`src/hw/rtl/json_string_unescape_utf8_unit_defines.svh`:
```
// assertion macros for the json string unescape unit
// they sample on clk and are disabled while arst_n is low
`ifndef JSON_STRING_UNESCAPE_UTF8_UNIT_DEFINES_SVH
`define JSON_STRING_UNESCAPE_UTF8_UNIT_DEFINES_SVH

`ifndef SYNTHESIS
`define JSU_ASSERT_IMPL(lbl, ante, cons, msg) \
	lbl: assert property (@(posedge clk) disable iff (!arst_n) (ante) |-> (cons)) \
		else $error(msg);
`define JSU_ASSERT_NEXT(lbl, ante, cons, msg) \
	lbl: assert property (@(posedge clk) disable iff (!arst_n) (ante) |=> (cons)) \
		else $error(msg);
`else
`define JSU_ASSERT_IMPL(lbl, ante, cons, msg)
`define JSU_ASSERT_NEXT(lbl, ante, cons, msg)
`endif

`endif

```
`src/hw/rtl/jsu_pkg.sv`:
```
`timescale 1ns / 1ps

package jsu_pkg;

	localparam int JSU_FIFO_DEPTH = 4;
	localparam int JSU_MAX_RES    = 3;

	typedef enum logic [1:0] {
		MODE_IDLE,
		MODE_STR,
		MODE_ESC,
		MODE_HEX
	} mode_t;

	localparam logic [1:0] KIND_BYTE  = 2'd0;
	localparam logic [1:0] KIND_END   = 2'd1;
	localparam logic [1:0] KIND_ERROR = 2'd2;

	localparam logic [1:0] ERR_NONE     = 2'd0;
	localparam logic [1:0] ERR_NO_QUOTE = 2'd1;
	localparam logic [1:0] ERR_ESCAPE   = 2'd2;
	localparam logic [1:0] ERR_HEX      = 2'd3;

	localparam logic [7:0] CHR_QUOTE  = 8'h22;
	localparam logic [7:0] CHR_BSLASH = 8'h5c;
	localparam logic [7:0] CHR_SLASH  = 8'h2f;
	localparam logic [7:0] CHR_SPACE  = 8'h20;
	localparam logic [7:0] CHR_TAB    = 8'h09;
	localparam logic [7:0] CHR_CR     = 8'h0d;
	localparam logic [7:0] CHR_LF     = 8'h0a;
	localparam logic [7:0] CHR_FF     = 8'h0c;
	localparam logic [7:0] CHR_BS     = 8'h08;
	localparam logic [7:0] CHR_LC_B   = 8'h62;
	localparam logic [7:0] CHR_LC_F   = 8'h66;
	localparam logic [7:0] CHR_LC_N   = 8'h6e;
	localparam logic [7:0] CHR_LC_R   = 8'h72;
	localparam logic [7:0] CHR_LC_T   = 8'h74;
	localparam logic [7:0] CHR_LC_U   = 8'h75;
	localparam logic [7:0] CHR_DIG_0  = 8'h30;
	localparam logic [7:0] CHR_DIG_9  = 8'h39;
	localparam logic [7:0] CHR_LC_A   = 8'h61;
	localparam logic [7:0] CHR_UC_A   = 8'h41;
	localparam logic [7:0] CHR_UC_F   = 8'h46;

	typedef struct packed {
		logic [7:0] data;
		logic [1:0] kind;
		logic [1:0] err;
		logic       last;
	} res_t;

	// {valid, value}
	function automatic logic [4:0] hex_digit(input logic [7:0] c);
		logic [4:0] r;
		r = '0;
		if (c >= CHR_DIG_0 && c <= CHR_DIG_9) begin
			r = {1'b1, c[3:0]};
		end else if ((c >= CHR_LC_A && c <= CHR_LC_F) || (c >= CHR_UC_A && c <= CHR_UC_F)) begin
			r = {1'b1, c[3:0] + 4'd9};
		end
		return r;
	endfunction

	// single-byte escapes, {valid, byte}
	function automatic logic [8:0] esc_map(input logic [7:0] c);
		logic [8:0] r;
		unique case (c)
			CHR_QUOTE, CHR_BSLASH, CHR_SLASH: r = {1'b1, c};
			CHR_LC_B: r = {1'b1, CHR_BS};
			CHR_LC_F: r = {1'b1, CHR_FF};
			CHR_LC_N: r = {1'b1, CHR_LF};
			CHR_LC_R: r = {1'b1, CHR_CR};
			CHR_LC_T: r = {1'b1, CHR_TAB};
			default:  r = '0;
		endcase
		return r;
	endfunction

endpackage

```
`src/hw/rtl/json_string_unescape_utf8_unit.sv`:
```
`timescale 1ns / 1ps
// channel  | signals                                   | direction
// ---------+-------------------------------------------+----------
// input    | in_valid, in_stall, in_byte               | in
// output   | out_valid, out_stall, out_byte, kind,     | out
//          | error_code, last                          |
//
// each byte is decoded in the cycle it is taken and its 0 to 3 results land in a
// result queue of DEPTH entries; while out_stall is low, one result leaves per cycle
// from the queue head; a byte is taken every cycle while at most DEPTH-3 results are
// queued, so plain text flows at one byte per cycle while out_stall is low
// in_stall comes from the queue fill register only, with no path from out_stall
// arst_n clears the decoder state and empties the queue

`include "json_string_unescape_utf8_unit_defines.svh"

module json_string_unescape_utf8_unit import jsu_pkg::*; #(
	parameter int DEPTH = JSU_FIFO_DEPTH
) (
	input  logic       clk,
	input  logic       arst_n,
	input  logic       in_valid,
	output logic       in_stall,
	input  logic [7:0] in_byte,
	output logic       out_valid,
	input  logic       out_stall,
	output logic [7:0] out_byte,
	output logic [1:0] kind,
	output logic [1:0] error_code,
	output logic       last
);

	localparam int PW = (DEPTH > 1) ? $clog2(DEPTH) : 1;
	localparam int CW = $clog2(DEPTH + 1);

	mode_t       mode_q, mode_d;
	logic [1:0]  hex_cnt_q, hex_cnt_d;
	logic [11:0] cp_q, cp_d;

	logic        acc;
	logic        pop;
	logic [4:0]  hex;
	logic [8:0]  esc;
	logic [15:0] cp_full;
	logic [1:0]  res_n;
	res_t        res [JSU_MAX_RES];

	res_t          fifo_q [DEPTH];
	logic [PW-1:0] wr_ptr_q, rd_ptr_q;
	logic [CW-1:0] cnt_q;
	logic [PW-1:0] wr_idx [JSU_MAX_RES];
	logic [PW:0]   wr_sum [JSU_MAX_RES];
	logic [PW:0]   wr_next;
	logic [PW:0]   rd_next;

	assign acc     = in_valid && !in_stall;
	assign pop     = out_valid && !out_stall;
	assign hex     = hex_digit(in_byte);
	assign esc     = esc_map(in_byte);
	assign cp_full = {cp_q, hex[3:0]};

	// next state
	always_comb begin
		mode_d    = mode_q;
		hex_cnt_d = hex_cnt_q;
		cp_d      = cp_q;
		unique case (mode_q)
			MODE_IDLE: begin
				if (in_byte == CHR_QUOTE) mode_d = MODE_STR;
			end
			MODE_STR: begin
				if (in_byte == CHR_BSLASH) mode_d = MODE_ESC;
				else if (in_byte == CHR_QUOTE) mode_d = MODE_IDLE;
			end
			MODE_ESC: begin
				if (in_byte == CHR_LC_U) begin
					mode_d    = MODE_HEX;
					hex_cnt_d = '0;
					cp_d      = '0;
				end else if (esc[8]) begin
					mode_d = MODE_STR;
				end else begin
					mode_d = MODE_IDLE;
				end
			end
			MODE_HEX: begin
				if (!hex[4]) begin
					mode_d    = MODE_IDLE;
					hex_cnt_d = '0;
					cp_d      = '0;
				end else if (hex_cnt_q == 2'd3) begin
					mode_d    = MODE_STR;
					hex_cnt_d = '0;
					cp_d      = '0;
				end else begin
					hex_cnt_d = hex_cnt_q + 2'd1;
					cp_d      = {cp_q[7:0], hex[3:0]};
				end
			end
			default: mode_d = MODE_IDLE;
		endcase
	end

	// results of the current byte
	always_comb begin
		res_n = 2'd0;
		for (int i = 0; i < JSU_MAX_RES; i++) res[i] = '0;
		unique case (mode_q)
			MODE_IDLE: begin
				if (!(in_byte == CHR_SPACE || in_byte == CHR_TAB || in_byte == CHR_CR ||
					in_byte == CHR_LF || in_byte == CHR_QUOTE)) begin
					res[0].kind = KIND_ERROR;
					res[0].err  = ERR_NO_QUOTE;
					res_n       = 2'd1;
				end
			end
			MODE_STR: begin
				if (in_byte == CHR_QUOTE) begin
					res[0].kind = KIND_END;
					res_n       = 2'd1;
				end else if (in_byte != CHR_BSLASH) begin
					res[0].data = in_byte;
					res_n       = 2'd1;
				end
			end
			MODE_ESC: begin
				if (esc[8]) begin
					res[0].data = esc[7:0];
					res_n       = 2'd1;
				end else if (in_byte != CHR_LC_U) begin
					res[0].kind = KIND_ERROR;
					res[0].err  = ERR_ESCAPE;
					res_n       = 2'd1;
				end
			end
			MODE_HEX: begin
				if (!hex[4]) begin
					res[0].kind = KIND_ERROR;
					res[0].err  = ERR_HEX;
					res_n       = 2'd1;
				end else if (hex_cnt_q == 2'd3) begin
					if (cp_full[15:7] == '0) begin
						res[0].data = {1'b0, cp_full[6:0]};
						res_n       = 2'd1;
					end else if (cp_full[15:11] == '0) begin
						res[0].data = {3'b110, cp_full[10:6]};
						res[1].data = {2'b10, cp_full[5:0]};
						res_n       = 2'd2;
					end else begin
						res[0].data = {4'b1110, cp_full[15:12]};
						res[1].data = {2'b10, cp_full[11:6]};
						res[2].data = {2'b10, cp_full[5:0]};
						res_n       = 2'd3;
					end
				end
			end
			default: res_n = 2'd0;
		endcase
		for (int i = 0; i < JSU_MAX_RES; i++) begin
			res[i].last = (res_n == 2'(i + 1));
		end
	end

	always_ff @(posedge clk or negedge arst_n) begin
		if (!arst_n) begin
			mode_q    <= MODE_IDLE;
			hex_cnt_q <= '0;
			cp_q      <= '0;
		end else if (acc) begin
			mode_q    <= mode_d;
			hex_cnt_q <= hex_cnt_d;
			cp_q      <= cp_d;
		end
	end

	// result queue, wrap handled by one compare since DEPTH >= 3
	always_comb begin
		for (int i = 0; i < JSU_MAX_RES; i++) begin
			wr_sum[i] = {1'b0, wr_ptr_q} + (PW + 1)'(i);
			if (wr_sum[i] >= (PW + 1)'(DEPTH)) wr_sum[i] = wr_sum[i] - (PW + 1)'(DEPTH);
			wr_idx[i] = wr_sum[i][PW-1:0];
		end
		wr_next = {1'b0, wr_ptr_q} + (PW + 1)'(res_n);
		if (wr_next >= (PW + 1)'(DEPTH)) wr_next = wr_next - (PW + 1)'(DEPTH);
		rd_next = {1'b0, rd_ptr_q} + (PW + 1)'(1);
		if (rd_next >= (PW + 1)'(DEPTH)) rd_next = rd_next - (PW + 1)'(DEPTH);
	end

	always_ff @(posedge clk) begin
		for (int i = 0; i < JSU_MAX_RES; i++) begin
			if (acc && (2'(i) < res_n)) fifo_q[wr_idx[i]] <= res[i];
		end
	end

	always_ff @(posedge clk or negedge arst_n) begin
		if (!arst_n) begin
			wr_ptr_q <= '0;
			rd_ptr_q <= '0;
			cnt_q    <= '0;
		end else begin
			if (acc) wr_ptr_q <= wr_next[PW-1:0];
			if (pop) rd_ptr_q <= rd_next[PW-1:0];
			cnt_q <= cnt_q + (acc ? CW'(res_n) : CW'(0)) - (pop ? CW'(1) : CW'(0));
		end
	end

	assign in_stall   = cnt_q > CW'(DEPTH - JSU_MAX_RES);
	assign out_valid  = cnt_q != '0;
	assign out_byte   = fifo_q[rd_ptr_q].data;
	assign kind       = fifo_q[rd_ptr_q].kind;
	assign error_code = fifo_q[rd_ptr_q].err;
	assign last       = fifo_q[rd_ptr_q].last;

	`JSU_ASSERT_IMPL(a_fill_bound, 1'b1, cnt_q <= CW'(DEPTH), "result queue overfilled")
	`JSU_ASSERT_IMPL(a_end_err_last, out_valid && kind != KIND_BYTE, last && out_byte == '0, "end or error not a lone result")
	`JSU_ASSERT_IMPL(a_hex_mode, hex_cnt_q != '0, mode_q == MODE_HEX, "hex count outside hex mode")
	`JSU_ASSERT_NEXT(a_open_quote, acc && mode_q == MODE_IDLE && in_byte == CHR_QUOTE, mode_q == MODE_STR, "opening quote not taken")

endmodule

```
`config.mk`:
```
export PLATFORM = sky130hd
export DESIGN_NAME = json_string_unescape_utf8_unit
export DESIGN_NICKNAME = d
export VERILOG_FILES = /design/src/hw/rtl/jsu_pkg.sv /design/src/hw/rtl/json_string_unescape_utf8_unit.sv
export VERILOG_INCLUDE_DIRS = /design/src /design/src/hw/rtl
export SDC_FILE = /design/constraint.sdc
export NUM_CORES = 1
export LEC_CHECK = 0
export BUFFER_PORTS_ARGS = -buffer_cell sky130_fd_sc_hd__buf_2
export CAP_MARGIN = 25
export CORE_MARGIN = 5
export CORE_UTILIZATION = 46
export DETAILED_ROUTE_END_ITERATION = 6
export GPL_TIMING_DRIVEN = 0
export PLACE_DENSITY = 0.62
export SYNTH_ARGS = -nofsm -noshare
export SYNTH_HDL_FRONTEND = slang
export SYNTH_SLANG_ARGS = --single-unit
```
`constraint.sdc`:
```
create_clock -name clk -period 9.1 [get_ports clk]
set_input_delay 1.365 -clock clk [delete_from_list [all_inputs] [get_ports clk]]
set_output_delay 1.365 -clock clk [all_outputs]
set_load 0.03 [all_outputs]
```
==> After elaboration in Yosys (flattened, before gate mapping) <==
Memory sizes are Yosys's and may differ from the RTL's.
Cells that the tools add are included.
{ "totals": {"ramBits": 52, "ff_bits": 23, "output_inout_bits": 15, "rom_bits": 0, "latch_bits": 0, "n_memories": 1, "wordCells": 151} }
{ "op_classes": {"muxes": 67, "n_eq_ne": 26, "shifts": 0, "add_sub_neg": 13, "magnitude_cmp": 15, "n_reduce_logical": 23, "bitwise": 0, "n_div": 0, "multipliers": 0} }
{ "memory_table": {"columns": ["name", "depth", "word_bits", "read_ports", "rd_clocked_by_memory_dff", "wr", "line", "rtl"], "rows": [
  ["fifo_q", 4, 13, 1, 0, 3, "json_string_unescape_utf8_unit.sv:48", "res_t fifo_q [DEPTH];"]
]} }
{ "ops": {"columns": ["op", "count"], "rows": [
  ["two-way mux 8 bit", 15],
  ["== test 8 x 7 -> 1 bit (second input constant)", 7],
  ["one-hot mux 9 bit (6 select lines)", 1],
  ["two-way mux 12 bit", 3],
  ["two-way mux 2 bit", 18],
  ["== test 8 x 4 -> 1 bit (second input constant)", 3],
  ["== test 8 x 6 -> 1 bit (second input constant)", 3],
  ["one-hot mux 12 bit (2 select lines)", 1],
  ["one-hot mux 2 bit (4 select lines)", 3],
  ["one-hot mux 8 bit (3 select lines)", 1],
  ["greater-or-equal comparator 8 x 7 -> 1 bit (second input constant)", 2],
  ["less-or-equal comparator 8 x 7 -> 1 bit (second input constant)", 2],
  ["two-way mux 4 bit", 4],
  ["inequality test 8 x 7 -> 1 bit (second input constant)", 2],
  ["two-way mux 1 bit", 15],
  ["greater-or-equal comparator 3 bit (second input constant)", 4],
  ["two-way mux 6 bit", 2],
  ["== test 2 bit (second input constant)", 5],
  ["two-way mux 5 bit", 2],
  ["subtractor 2 x 1 -> 2 bit (second input constant)", 5],
  ["zero test 9 bit", 1],
  ["greater-or-equal comparator 8 x 6 -> 1 bit (second input constant)", 1],
  ["less-or-equal comparator 8 x 6 -> 1 bit (second input constant)", 1],
  ["logical AND 1 bit", 8],
  ["other kinds (25)", 35]
]} }

==> Logic depth before layout (Yosys ltp) <==
{ "depth": {"depth_word": 11, "depth_mapped": 16, "mapped_depth_nobuf": 15} }

==> Worst setup path before layout <==
Ideal clock, no wire load.
{ "synth_path": {"path_type": "input -> register", "startpoint": "in in_byte[1]", "endpoint": "reg cnt_q[2]", "arrival_ns": 4.172, "path_buffers": 0, "setup_time_ns": 0.080, "setup_slack_ns": 4.848, "required_time_ns": 9.020, "stages": 15, "cell_sequence": "inv_1 -> ha_1 -> nor3b_1 -> nor3_4 -> nor3_1 -> a31o_2 -> nor2_8 -> inv_2 -> nand2_1 -> ha_1 -> inv_1 -> ha_1 -> fa_1 -> xnor2_1 -> xnor2_1"} }
{ "synth_between": {"elab_chain_len": 10, "elab_cells_between_ends": 42, "classes_between": "add/sub: 2; order compare: 6; eq/ne: 14; mux: 11; reduce/logical: 9"} }
{ "synth_rtl": {"columns": ["element", "line", "rtl"], "rows": [
  ["from (decl)", "json_string_unescape_utf8_unit.sv:24", "input logic [7:0] in_byte,"],
  ["greater-or-equal comparator 8 x 7 -> 1 bit, or another cell as far along", "jsu_pkg.sv:58", "end else if ((c >= CHR_LC_A && c <= CHR_LC_F) || (c >= CHR_UC_A && c <= CHR_UC_F)) begin"],
  ["logical AND 1 bit or logical OR 1 bit (tied branches)", "jsu_pkg.sv:58, json_string_unescape_utf8_unit.sv:110", null],
  ["logical OR 1 bit, on equally long branches", "jsu_pkg.sv:58, json_string_unescape_utf8_unit.sv:110", null],
  ["two-way mux 5 bit or logical OR 1 bit (tied branches)", "jsu_pkg.sv:58, json_string_unescape_utf8_unit.sv:110", null],
  ["two-way mux 5 bit or logical OR 1 bit (tied branches)", "jsu_pkg.sv:56, json_string_unescape_utf8_unit.sv:111", null],
  ["two-way mux 2 bit or two-way mux 1 bit (tied branches)", "json_string_unescape_utf8_unit.sv:137, json_string_unescape_utf8_unit.sv:110", null],
  ["one-hot mux 2 bit (4 select lines) *", "json_string_unescape_utf8_unit.sv:108", "unique case (mode_q)"],
  ["two-way mux 2 bit *", "json_string_unescape_utf8_unit.sv:203", "cnt_q <= cnt_q + (acc ? CW'(res_n) : CW'(0)) - (pop ? CW'(1) : CW'(0));"],
  ["adder 3 x 2 -> 3 bit *", "json_string_unescape_utf8_unit.sv:203", null],
  ["subtractor 3 x 1 -> 3 bit *", "json_string_unescape_utf8_unit.sv:203", null],
  ["to (signal assigned)", "json_string_unescape_utf8_unit.sv:203", null],
  ["to (decl)", "json_string_unescape_utf8_unit.sv:50", "logic [CW-1:0] cnt_q;"]
]} }
Mark *: on every way between the ends. The rest lies on a longest branch, timed or not.
A chain may end at the register's enable or synchronous reset.

==> Worst setup path in the final report <==
Ends and elaborated chain as after synthesis.

==> flow_summary_export.csv <==
group,metric,value,unit
synthesis,synth_fa_ha_area_share,3.08,%
critical_path,path_buf_inv,4,
die,fp.dieArea,12400,µm²
hold_path,hold_path_class,"register to register",
pwr,p_per_area,227,nW/µm²
timing,holdWs,0.499,ns
timing,max_clock_freq,217,MHz
timing,fin_tns_setup,0,ns
critical_path,critPathLaunchType,"input pin",
pwr,internal_power,751,µW
critical_path,path_max_fanout,10,
placed_design,place_area,5010,µm²
global_routing,first_global_vias,4052,
pwr,power_frac_comb,36.9,%
die,die-height,111,µm
clock_network,clock_latency,0.35,ns
pwr,p_seq_share,38.6,%
critical_path,crit_chain,"buf_2 > inv_1 > ha_1 > nor3b_1 > nor3_4 > nor3_1 > a31o_2 > nor2_8 > inv_2 > nand2_1 > ha_1 > inv_1 > ha_1 > fa_1 > xnor2_1 > xnor2_1",
placed_design,pre_cts_ws,4.13,ns
final_layout,area_growth,11.0,%
synthesis,synth_common_cells,"nand2_1, nor2_1, edfxtp_1, dfrtp_1, dfxtp_1",
critical_path,crit_arrival,4.89,ns
synthesis,ys_types,76,
final_layout,diodes,0,
timing,clock_skew,0.00976,ns
critical_path,cp_slowest_cell,"nor3b_1",
pwr,p_total,1.19,mW
final_layout,final_area,5230,µm²
clock_network,ctsHoldBuffers,0,
final_layout,layout-drive-gt1-share,16.3,%
die,die_width,111,µm
placed_design,place_inst,655,
clock_network,clockBufferDepth,2,
synthesis,yosysTopAreaCell,"edfxtp_1",
route,avgViaCountPerCell,6.09,
synthesis,async_flop_share,30.7,%
critical_path,cpMostUsedCell,"ha_1",
synthesis,synthMuxAreaShare,7.52,%
synthesis,synth_xor_area_share,1.67,%
placed_design,portBuffers,25,
clock_network,htree_levels,3,
synthesis,ys_ff_latch,75,
job,drv_cap,0,
synthesis,synth_edf_count,32,
die,ioPinCount,27,
timing,drv_slew,0,
route,ant_nets,0,
placed_design,place.gp.congestion,0.943,
synthesis,yosysWarnings,0,
timing,slew-limit-headroom,41.7,%
critical_path,end_kind,"register",
timing,worst-slew-pin-transition,0.875,ns
synthesis,yosysSeqAreaShare,41.1,%
global_routing,grt_pass1_wl,20900,µm
route,drcViolationCount,0,
critical_path,worstSetupPathType,"input pin to register",
global_routing,gr-total-overflow,0,
status,status,"completed",
synthesis,avgSynthCellArea,9.54,µm²
pwr,irDropWorstVdd,0.0933,mV
die,row_count,37,
critical_path,crit_family,"simple AND/OR/NAND/NOR gates",
route,drt_wl_total,13000,µm
route,wl_per_cell,19.4,µm
synthesis,synth_fp_nets,517,
synthesis,synth_most_common_cell,"nand2_1",
pwr,net-switching-power,436,µW
synthesis,synthFlopType,"edfxtp_1",
route,vias,4087,
clock_network,post_cts_buffers,0,
final_layout,layout.cells.non_filler,671,
route,dr.first_iter.drc_count,250,
timing,setup_ws,4.49,ns
global_routing,grt_max_degree,24,
pwr,leakage,1.88,nW
global_routing,grtUsageTotal,20.8,%
clock_network,cts_resized,0,
pwr,clkPwrFrac,24.5,%
synthesis,synth_compound_area_share,22.2,%
clock_network,cts_tree,"built",
timing,hold_viol,0,
synthesis,synth_top_area_share,20.4,%
final_layout,final_core_util,51.6,%
clock_network,cts_buffers,9,
timing,grt_setup_unrepaired,"false",
clock_network,cts_root_buf,"clkbuf_8",
critical_path,critical_path_required,9.39,ns
clock_network,clock_sinks,75,
synthesis,synth_top_family_by_area,"compound AO/OA/AOI/OAI gates",
synthesis,yosys.area_share.simple,21.2,%
clock_network,path_clk_slew,0.09,ns
timing,finalCriticalPeriod,4.61,ns
timing,fin_crit_sh,50.6,%
critical_path,slowest_delay,0.55,ns
synthesis,synth_cells,494,
final_layout,finalNetCount,553,
die,coreArea,10100,µm²
synthesis,syn_area,4710,µm²
pwr,switching_share,36.8,%
synthesis,synth_area_leaders,"edfxtp_1, dfrtp_1, dfxtp_1, nand2_1, mux4_2",
global_routing,antenna_found_initial,0,
placed_design,hpwl,9930,µm
timing,setup-violations-final,0,
route,first_pass_iters,5,
die,start_util,46.5,%
## metal layers
layer  wire length (µm)  GRT usage [%]  up-vias  share of wire (%)
met5                  0              0        -                  0
met4                372           8.43        0                2.9
met3                723           4.91       24                5.6
met2               6090           32.9      162                 47
met1               5800           27.6     1967                 45
li1                   -              -     1934                  -
## worst register-to-register path, cell delays in order, from the launching register on
cell and delay (ns):
dfrtp_1 0.33, clkbuf_1 0.32, nand2b_1 0.24, or4b_1 0.63, o31ai_2 0.16, or2_4 0.26
nor2_8 0.05, inv_2 0.17, nand2_1 0.08, ha_1 0.28, inv_1 0.04, ha_1 0.18
fa_1 0.38, xnor2_1 0.22, xnor2_1 0.14
## sequential cells by signal, summed over array words and instances (netlist names)
signal	flops
fifo_q	52
cp_q	12
cnt_q	3
hex_cnt_q	2
mode_q	2
rd_ptr_q	2
wr_ptr_q	2
## worst paths after layout
kind | start | to | cells past startpoint | slack [ns]
max | in_byte[1] | cnt_q[2] | 16 | 4.49
min | fifo_q[0][1] | fifo_q[0][1] | 2 | 0.50
max reg2reg | mode_q[1] | cnt_q[2] | 14 | 5.57
min reg2reg | fifo_q[0][1] | fifo_q[0][1] | 2 | 0.50
max in group asynchronous | arst_n | cp_q[11] | 1 | 7.75
min in group asynchronous | arst_n | wr_ptr_q[1] | 1 | 0.98
## cell families after synthesis
group                      Yosys count
AOI/OAI and AO/OA                  140
xor gates and xnor gates             9
adders and majority gates           11
buffers and inverters               37
DFF                                 75
muxes                               19
and+or+nand+nor                    203
## cell usage in the layout, fill, tap and decap left out, types with 3 or more instances in the layout
cell | synthesis | layout
nor3_1 | 13 | 13
inv_1 | 15 | 15
a31oi_2 | 5 | 5
nor2_1 | 47 | 47
buf_2 | 9 | 34
nand2_1 | 83 | 83
and3_1 | 4 | 4
o21ai_1 | 19 | 19
clkbuf_1 | 11 | 11
clkbuf_8 | 0 | 9
a31oi_1 | 4 | 4
a22oi_1 | 10 | 10
or4_1 | 3 | 3
a211oi_1 | 18 | 18
a21oi_1 | 13 | 13
a22o_1 | 3 | 3
mux2i_1 | 5 | 5
ha_1 | 10 | 10
o21ba_1 | 3 | 3
or2_1 | 3 | 3
nand3_1 | 7 | 7
dfrtp_1 | 23 | 23
dfxtp_1 | 20 | 20
or3_1 | 7 | 7
edfxtp_1 | 32 | 32
xnor2_1 | 8 | 8
mux4_2 | 13 | 13
o31ai_1 | 7 | 7
o211ai_1 | 14 | 14
a221oi_1 | 4 | 4
nor2b_1 | 5 | 5
o21ai_0 | 14 | 14
nand2b_1 | 5 | 5
## final cells by class
type	instances	area, µm²
fill	945	4910
multi-input combinational	382	2620
sequential	75	1940
tap	136	170
timing repair buffer	25	125
clock buffer	9	124
clock inverter	7	98.8
buffer	21	90.1
inverter	16	60.1
## power by group through the flow
stage               combinational, mW  clock (mW)  sequential, mW
global route                    0.477       0.309           0.464
global placement                0.434           0           0.461
finish                          0.438       0.291           0.458
CTS                             0.443       0.295           0.457
detailed placement              0.442           0           0.465
floorplan                       0.343           0           0.450
(Power assumes the default switching activity.)
